<file path="src/sv/ott_pkg.sv">
// Package for the one-shot timer table: command and status codes,
// transaction structs and the default table size. No dependencies.
`default_nettype none

package ott_pkg;

  localparam int NUM_TIMERS_DEF = 10;
  localparam int DEADLINE_W     = 32;
  localparam int TAG_W          = 16;

  localparam logic [1:0] CMD_TICK   = 2'd0;
  localparam logic [1:0] CMD_CREATE = 2'd1;
  localparam logic [1:0] CMD_DELETE = 2'd2;

  localparam logic [1:0] ST_OK     = 2'd0;
  localparam logic [1:0] ST_BADARG = 2'd1;
  localparam logic [1:0] ST_FULL   = 2'd2;

  typedef struct packed {
    logic [1:0]            cmd;
    logic [DEADLINE_W-1:0] timeout;
    logic [TAG_W-1:0]      tag;
    logic [3:0]            slot;
  } item_t;

  typedef struct packed {
    logic [1:0]            status;
    logic [3:0]            slot_taken;
    logic                  fired;
    logic [3:0]            fired_slot;
    logic [TAG_W-1:0]      fired_tag;
    logic [DEADLINE_W-1:0] tick_now;
  } result_t;

  // One stored timer: its tag and its absolute deadline.
  typedef struct packed {
    logic [TAG_W-1:0]      tag;
    logic [DEADLINE_W-1:0] deadline;
  } entry_t;

endpackage

`default_nettype wire

</file>
<file path="src/sv/oneshot_timer_table.sv">
// One-shot timer table: a 32-bit tick counter and NUM_TIMERS timers, built
// around one shared adder/comparator and the ott_ram entry store; uses ott_pkg.
//
// A transaction is accepted when start is high and busy is low; its single
// result appears on result for exactly one cycle with done high and cannot be
// held off, so the receiver must take it then. Delete, rejected create and
// unknown commands answer in the cycle after acceptance and never raise busy.
// A create walks the used bits one slot per cycle and stays busy until it
// finds the lowest free slot or has tried every slot (the table is full).
// A tick reads the entry RAM one slot per cycle through its registered read
// port and compares each deadline in the shared unit; it stays busy until a
// due timer fires or every slot is compared. The result follows the
// last busy cycle. Entries need no clearing after reset.
`default_nettype none

module oneshot_timer_table #(
  parameter int NUM_TIMERS = ott_pkg::NUM_TIMERS_DEF
) (
  input  logic             clk,
  input  logic             rst,
  input  logic             start,
  input  ott_pkg::item_t   item,
  output logic             busy,
  output logic             done,
  output ott_pkg::result_t result
);

  localparam int IW = (NUM_TIMERS > 1) ? $clog2(NUM_TIMERS) : 1;
  localparam int DW = ott_pkg::DEADLINE_W;
  localparam int EW = $bits(ott_pkg::entry_t);
  localparam logic [IW-1:0] LAST = IW'(NUM_TIMERS - 1);

  localparam logic [1:0] S_IDLE   = 2'd0;
  localparam logic [1:0] S_CREATE = 2'd1;
  localparam logic [1:0] S_SCAN   = 2'd2;

  logic [1:0]                    state;
  logic [DW-1:0]                 tick_count;
  logic [NUM_TIMERS-1:0]         used;
  logic [IW-1:0]                 cnt;
  logic [IW-1:0]                 cmp_idx;
  logic                          cmp_valid;
  logic [DW-1:0]                 timeout_r;
  logic [ott_pkg::TAG_W-1:0]     tag_r;

  logic [DW-1:0]                 alu_b;
  logic                          alu_cin;
  logic [DW:0]                   alu_sum;
  logic [NUM_TIMERS-1:0]         del_mask;
  logic                          ram_we;
  ott_pkg::entry_t               wr_entry;
  logic [EW-1:0]                 rd_word;
  ott_pkg::entry_t               rd_entry;
  logic                          hit;
  logic                          done_next;

  assign busy = (state != S_IDLE);

  // Shared unit: increments the counter on an accepted tick, forms the
  // deadline for a create, and tests deadline <= tick by subtraction (the
  // carry out is set when no borrow occurs) during the scan.
  always_comb begin
    alu_b   = '0;
    alu_cin = 1'b0;
    unique case (state)
      S_IDLE: begin
        alu_cin = 1'b1;
      end
      S_CREATE: begin
        alu_b = timeout_r;
      end
      S_SCAN: begin
        alu_b   = ~rd_entry.deadline;
        alu_cin = 1'b1;
      end
      default: begin
        alu_b   = '0;
        alu_cin = 1'b0;
      end
    endcase
  end

  assign alu_sum = {1'b0, tick_count} + {1'b0, alu_b} + {{DW{1'b0}}, alu_cin};

  always_comb begin
    for (int i = 0; i < NUM_TIMERS; i++) begin
      del_mask[i] = ({28'd0, item.slot} == 32'(i));
    end
  end

  assign ram_we            = (state == S_CREATE) && !used[cnt];
  assign wr_entry.tag      = tag_r;
  assign wr_entry.deadline = alu_sum[DW-1:0];
  assign rd_entry          = ott_pkg::entry_t'(rd_word);

  ott_ram #(
    .WIDTH(EW),
    .DEPTH(NUM_TIMERS)
  ) u_entries (
    .clk  (clk),
    .we   (ram_we),
    .waddr(cnt),
    .wdata(wr_entry),
    .raddr(cnt),
    .rdata(rd_word)
  );

  assign hit = cmp_valid && used[cmp_idx] && alu_sum[DW];

  // A result is due whenever a transaction finishes in this cycle.
  always_comb begin
    done_next = 1'b0;
    unique case (state)
      S_IDLE: begin
        done_next = start && (item.cmd != ott_pkg::CMD_TICK) &&
                    !(item.cmd == ott_pkg::CMD_CREATE && item.tag != '0 &&
                      item.timeout != '0);
      end
      S_CREATE: begin
        done_next = !used[cnt] || (cnt == LAST);
      end
      S_SCAN: begin
        done_next = hit || (cmp_valid && cmp_idx == LAST);
      end
      default: begin
        done_next = 1'b0;
      end
    endcase
  end

  always_ff @(posedge clk) begin
    if (rst) begin
      state      <= S_IDLE;
      tick_count <= '0;
      used       <= '0;
      done       <= 1'b0;
      cmp_valid  <= 1'b0;
    end else begin
      done <= done_next;
      unique case (state)
        S_IDLE: begin
          if (start) begin
            timeout_r <= item.timeout;
            tag_r     <= item.tag;
            cnt       <= '0;
            cmp_valid <= 1'b0;
            unique case (item.cmd)
              ott_pkg::CMD_TICK: begin
                tick_count <= alu_sum[DW-1:0];
                state      <= S_SCAN;
              end
              ott_pkg::CMD_CREATE: begin
                if (item.tag == '0 || item.timeout == '0) begin
                  result <= '{status: ott_pkg::ST_BADARG, slot_taken: '0, fired: 1'b0,
                              fired_slot: '0, fired_tag: '0, tick_now: tick_count};
                end else begin
                  state <= S_CREATE;
                end
              end
              ott_pkg::CMD_DELETE: begin
                used   <= used & ~del_mask;
                result <= '{status: ott_pkg::ST_OK, slot_taken: '0, fired: 1'b0,
                            fired_slot: '0, fired_tag: '0, tick_now: tick_count};
              end
              default: begin
                result <= '{status: ott_pkg::ST_BADARG, slot_taken: '0, fired: 1'b0,
                            fired_slot: '0, fired_tag: '0, tick_now: tick_count};
              end
            endcase
          end
        end
        S_CREATE: begin
          if (!used[cnt]) begin
            used[cnt] <= 1'b1;
            state     <= S_IDLE;
            result    <= '{status: ott_pkg::ST_OK, slot_taken: 4'(cnt), fired: 1'b0,
                           fired_slot: '0, fired_tag: '0, tick_now: tick_count};
          end else if (cnt == LAST) begin
            state  <= S_IDLE;
            result <= '{status: ott_pkg::ST_FULL, slot_taken: '0, fired: 1'b0,
                        fired_slot: '0, fired_tag: '0, tick_now: tick_count};
          end else begin
            cnt <= cnt + 1'b1;
          end
        end
        S_SCAN: begin
          // The entry compared now was addressed in the previous cycle.
          if (hit) begin
            used[cmp_idx] <= 1'b0;
            state         <= S_IDLE;
            result        <= '{status: ott_pkg::ST_OK, slot_taken: '0, fired: 1'b1,
                               fired_slot: 4'(cmp_idx), fired_tag: rd_entry.tag,
                               tick_now: tick_count};
          end else if (cmp_valid && cmp_idx == LAST) begin
            state  <= S_IDLE;
            result <= '{status: ott_pkg::ST_OK, slot_taken: '0, fired: 1'b0,
                        fired_slot: '0, fired_tag: '0, tick_now: tick_count};
          end else begin
            cmp_idx   <= cnt;
            cmp_valid <= 1'b1;
            if (cnt != LAST) begin
              cnt <= cnt + 1'b1;
            end
          end
        end
        default: begin
          state <= S_IDLE;
        end
      endcase
    end
  end

endmodule

`default_nettype wire

</file>
<file path="src/sv/ott_ram.sv">
// Generic single-port-write, single-port-read RAM with registered read.
// No dependencies.
`default_nettype none

module ott_ram #(
  parameter int WIDTH = 8,
  parameter int DEPTH = 16
) (
  input  logic                                  clk,
  input  logic                                  we,
  input  logic [(DEPTH > 1 ? $clog2(DEPTH) : 1)-1:0] waddr,
  input  logic [WIDTH-1:0]                      wdata,
  input  logic [(DEPTH > 1 ? $clog2(DEPTH) : 1)-1:0] raddr,
  output logic [WIDTH-1:0]                      rdata
);

  logic [WIDTH-1:0] mem [DEPTH];

  always_ff @(posedge clk) begin
    if (we) begin
      mem[waddr] <= wdata;
    end
    rdata <= mem[raddr];
  end

endmodule

`default_nettype wire

</file>
<file path="config.mk">
export PLATFORM = sky130hd
export DESIGN_NAME = oneshot_timer_table
export DESIGN_NICKNAME = d
export VERILOG_FILES = /design/src/sv/ott_pkg.sv /design/src/sv/oneshot_timer_table.sv /design/src/sv/ott_ram.sv
export SDC_FILE = /design/constraint.sdc
export NUM_CORES = 1
export LEC_CHECK = 0
export BUFFER_PORTS_ARGS = -buffer_cell sky130_fd_sc_hd__buf_2
export CORE_MARGIN = 3
export CORE_UTILIZATION = 40
export CTS_CLUSTER_DIAMETER = 120
export CTS_CLUSTER_SIZE = 16
export DETAILED_ROUTE_END_ITERATION = 16
export PLACE_DENSITY = 0.53
export SYNTH_ARGS = -nofsm -noshare
export SYNTH_HDL_FRONTEND = slang
export SYNTH_SLANG_ARGS = --single-unit
</file>
<file path="constraint.sdc">
create_clock -name clk -period 11.43 [get_ports clk]
set_input_delay 0.5715 -clock clk [delete_from_list [all_inputs] [get_ports clk]]
set_output_delay 0.5715 -clock clk [all_outputs]
set_load 0.01 [all_outputs]
</file>
# After elaboration in Yosys (flattened, before gate mapping)
# Memories as Yosys holds them, arrays and structs flattened. A register that Yosys moved wholly into a read port is not among the register bits.
# Index checks and enable logic that the tools add are counted.
# classes
muxes	45
bitwise_logic	9
add_sub_neg	3
n_lt_le_gt_ge	4
n_reduce_logical	35
eq_ne	31
# ops
cell	n
59-bit 2-to-1 mux	6
59-bit case mux with 3 select lines	2
32-bit case mux with 2 select lines	1
10-bit 2-to-1 mux	4
32-bit by 32-bit adder with 33-bit output	1
33-bit by 1-bit adder with 33-bit output	1
32-bit zero test	1
32-bit inverter	1
32-bit nonzero test	1
10-bit case mux with 3 select lines	1
4-bit 2-to-1 mux	6
10-bit AND	2
10-bit inverter	2
4-bit by 3-bit == test with 1-bit output (second input constant)	4
4-bit == test (second input constant)	4
16-bit zero test	1
2-bit != test (second input constant)	8
16-bit nonzero test	1
2-bit 2-to-1 mux	6
4-bit case mux with 3 select lines	1
1-bit logical AND	10
4-bit by 5-bit less-than comparator with 1-bit output (second input constant)	2
1-bit 2-to-1 mux	10
10-bit OR	1
29 further kinds	50
# totals
register_bits	161
memories	1
out_inout_bits	61
ramBits	480
inputBits	57
# mem_list
memory	depth	word_bits	rd	rd_ports_with_merged_regs	wr	line_no	rtl
u_entries.mem	10	48	1	1	1	ott_ram.sv:17	logic [WIDTH-1:0] mem [DEPTH];

# Longest topological paths before layout
# depth
depth_word	8
ltp_mapped	17
ltp_nobuf	14

# Modules after synthesis
# A second synthesis with hierarchy kept.
# unflattened
hier_cells	1860
hier_area_um2	28139.5
# modules_own_cells
mod	cells_per_inst	area_per_inst_um2	seq_area_each_um2	n_inst
ott_ram	1038	19711.4	15374.7	1
oneshot_timer_table	822	8428.1	4374.2	1

# Least setup slack after synthesis
# OpenSTA, ideal clock, no wires.
# synth_timing
path_type	register -> register
start	reg state[0]
end	reg result[0] in the netlist's numbering (enable)
t_arrival_ns	6.208
path_slack_ns	4.726
required_time_ns	10.935
stages_incl_launch_ff	17
period_less_slack_ns	6.704
cell_sequence	dfxtp_1 inv_1 ha_1 inv_1 clkbuf_1 clkbuf_1 a21oi_1 ha_1 clkbuf_1 nand2_1 a211o_1 a211o_1 a31oi_4 o211ai_2 a31o_4 clkbuf_1 a21oi_1
# synth_via
elab_chain_cells	7
word_cells_on_any_way	16
# synth_lines
element	line_no	rtl
start: declaration	oneshot_timer_table.sv:37	logic [1:0] state;
start signal: assignment	oneshot_timer_table.sv:133	state <= S_IDLE;
start signal: assignment	oneshot_timer_table.sv:150	state <= S_SCAN;
start signal: assignment	oneshot_timer_table.sv:157	state <= S_CREATE;
2-bit == test, or another cell as far along	oneshot_timer_table.sv:65, oneshot_timer_table.sv:140	
32-bit case mux with 2 select lines or 2-bit OR reduction (tied branches)	--	
32-bit by 32-bit adder with 33-bit output or 1-bit 2-to-1 mux (tied branches)	oneshot_timer_table.sv:83, oneshot_timer_table.sv:65	
33-bit by 1-bit adder with 33-bit output	oneshot_timer_table.sv:83	assign alu_sum = {1'b0, tick_count} + {1'b0, alu_b} + {{DW{1'b0}}, alu_cin};
1-bit logical AND	oneshot_timer_table.sv:108	assign hit = cmp_valid && used[cmp_idx] && alu_sum[DW];
3-bit != test (no source line)	--	
7-bit AND reduction (no source line) *	--	
end signal: assignment	oneshot_timer_table.sv:154	result <= '{status: ott_pkg::ST_BADARG, slot_taken: '0, fired: 1'b0,
end signal: assignment	oneshot_timer_table.sv:162	result <= '{status: ott_pkg::ST_OK, slot_taken: '0, fired: 1'b0,
end signal: assignment	oneshot_timer_table.sv:166	result <= '{status: ott_pkg::ST_BADARG, slot_taken: '0, fired: 1'b0,
end: declaration	oneshot_timer_table.sv:25	output ott_pkg::result_t result
# Mark *: on every way between the ends. The rest lies on a longest branch, timed or not.
# A chain may end at the register's enable or synchronous reset.

# Worst setup path after layout
# layout_timing
start	reg state[1]
end	mem u_entries.mem[6][30] in the netlist's numbering (data pin)
# layout_via
elab_chain_cells	4
word_cells_on_any_way	8
# layout_lines
element	line_no	rtl
2-bit == test, or another cell as far along	oneshot_timer_table.sv:65	unique case (state)
32-bit case mux with 2 select lines or 2-bit OR reduction (tied branches)	--	
32-bit by 32-bit adder with 33-bit output or 1-bit 2-to-1 mux (tied branches)	oneshot_timer_table.sv:83, oneshot_timer_table.sv:65	
33-bit by 1-bit adder with 33-bit output *	oneshot_timer_table.sv:83	
named net alu_sum[30]	oneshot_timer_table.sv:48	logic [DW:0] alu_sum;
end: declaration	ott_ram.sv:17	
# The timed path passes the listed nets; every way through them passes the cells marked *.

==> qor.csv <==
metric,value,unit
Final TNS setup,0,ns
CTS buffer count,49,
Synth top area share,64.7,%
Clock Skew,0.0208,ns
core area,0.0678,mm²
worst-skew pair later-pin latency,0.61,ns
slew margin rel.,25.0,%
vias per inst,5.61,
min cycle time layout,5.47,ns
Unique masters post-synth,70,
Die Ht,269,µm
largest cells by area after synthesis,"edfxtp_1, mux4_2, dfxtp_1",
yosys warns,0,
global-route wire length before repair,104000,µm
power per cell area,153,mW/mm²
VDD IR max,0.101,mV
clk buf depth,3,
global route overflow,0,
Clock transition at path regs,0.08,ns
share of cells above drive strength 1,17.4,%
area delta synth->final,10.9,%
Final Cell Area,0.0306,mm²
vias in the first global route,15443,
Post-Syn Area,0.0276,mm²
"Power, Total",4.68,mW
crit start category,register,
Post-CTS Hold Buffers,0,
Inserted Diodes,0,
final cell count without fillers,2773,
Lkg Pwr,9.77,nW
largest net degree at the start of global routing,130,
Syn Area/Cell,15.7,µm²
post-CTS setup buffer count,0,
Syn Inst Count,1760,
Die ar.,0.0722,mm²
Max Cap Viol,0,
total global routing track utilization,19.5,%
Pins Over Slew Limit,0,
critical path type,register to register,
ANT nets after route,0,
Post-DP HPWL,41000,µm
DRC errors left,0,
Setup Viol. Count Final,0,
final WL,70100,µm
crit path DAT,5.72,ns
worst min-delay path class,input port to register,
Fmax,0.183,GHz
Avg WL per Cell,25.3,µm
Nets,1957,
CTS tree,built,
synth cell count leaders,"edfxtp_1, nand2_1, mux4_2, a21oi_1, dfxtp_1",
die width,269,µm
Pre-Repair DR Iteration Count,8,
vias,15551,
Routability Congestion,0.918,
# IOs,118,
Main synth FF type,edfxtp_1,
Placed Instance Area,0.0292,mm²
CP endpoint kind,register,
Post-Syn Nets,1858,
worst-margin pin slew,1.12,ns
Initial DRC Count,1533,
port bufs,117,
post-route clock period utilization,47.8,%
Yosys top cell by area,edfxtp_1,
worst endpoint required time,11.68,ns
depth of the CTS H-tree,2,
flop2flop setup slack,5.96,ns
worst-path maximum fanout,23,
most frequent cell after synthesis,edfxtp_1,
placed cells,2681,
root buffer cell,clkbuf_16,
Yosys reg bits,689,
Synth async-reset ratio,0,%
Fin. Hold Viols,0,
initial antenna violation count,1,
RSZ-0062 raised after global routing,false,
Initial Util,40.7,%
status,completed,
Sink Count,689,
post_cts resized,0,
post-synthesis sequential area ratio,71.5,%
Rows,95,
Post-synth EDFFs,595,
-- cells in the final DEF, fill, tap and decap left out, types with 12 or more instances in the layout --
cell,n
a211o_1,12
a211oi_1,54
a21oi_1,94
a31oi_1,57
and2_1,21
buf_2,117
buf_4,28
clkbuf_1,39
clkbuf_16,49
dfxtp_1,94
edfxtp_1,595
ha_1,38
inv_1,24
mux4_2,99
nand2_1,214
nand2b_1,38
nand4_1,12
nor2_1,47
nor2b_1,52
nor3_1,19
nor4_1,17
o21ai_0,22
xnor2_1,18
xor2_1,12
-- stage by stage --
step                      utilization, %  hold slack (ns)  setup slack (ns)
after global placement              43.1            0.452              6.19
after CTS                           45.2            0.110              6.05
after global routing                45.2            0.123              5.41
after floorplan                        -            0.429              4.73
after detailed placement            43.1            0.456              6.08
final                               45.2            0.156              5.96
-- path summary, 6_finish.rpt --
kind	from	end	cells after the start
max	state[1]	u_entries.mem[6][30]	13
min	item[6]	tag_r[2]	1
max reg2reg	state[1]	u_entries.mem[6][30]	13
min reg2reg	tick_count[17]	result[17]	0
-- cells by family after synthesis --
group / count (synthesis) / synth area share [%]
AOI/OAI and AO/OA: 312 / 7.65
xor gates and xnor gates: 30 / 0.952
adders and majority gates: 41 / 1.91
buffers and inverters: 126 / 1.75
DFF: 689 / 71.5
muxes: 103 / 8.23
and+or+nand+nor: 459 / 7.97
-- state kept, by name, indices dropped and copies added (netlist names) --
signal           cells
cmp_idx              4
cmp_valid            1
cnt                  4
done                 1
result              59
state                2
tag_r               16
tick_count          32
timeout_r           32
u_entries.mem      480
u_entries.rdata     48
used                10
-- metal layers --
metal	share of wire, %	global-route usage, %	vias up	wire, µm
met5	0.014	0	-	10
li1	-	-	7012	-
met1	46	28.5	7948	31900
met4	2.5	5.17	2	1750
met3	5.8	2.97	100	4090
met2	46	30.8	489	32300
-- worst max-delay path, cell delays in order, from the launching register on --
cell,delay (ns)
dfxtp_1,0.35
inv_1,0.10
ha_1,0.66
buf_4,0.44
nand2_1,0.08
a21oi_1,0.16
ha_1,0.30
a21oi_1,0.17
o21ai_0,0.15
a2111oi_0,0.79
a211oi_1,0.25
a211oi_2,0.44
o21ai_0,0.21
a311oi_1,0.99
-- report_power, final --
group / total [mW] / switching [mW] / leakage, nW / internal [mW]
clock: 1.67 / 0.851 / 0.676 / 0.821
combinational: 0.229 / 0.148 / 3.10 / 0.0808
sequential: 2.78 / 0.0239 / 6.00 / 2.75
-- cell type report --
class | instances | area (µm²)
Clock buffer | 88 | 1370
Clock inverter | 4 | 53.8
Fill cell | 5945 | 37100
Inverter | 28 | 108
Multi-Input combinational cell | 945 | 7430
Sequential cell | 689 | 19700
Tap cell | 873 | 1090
Timing Repair Buffer | 146 | 816
Note: power is estimated with default switching activity, not from simulation.
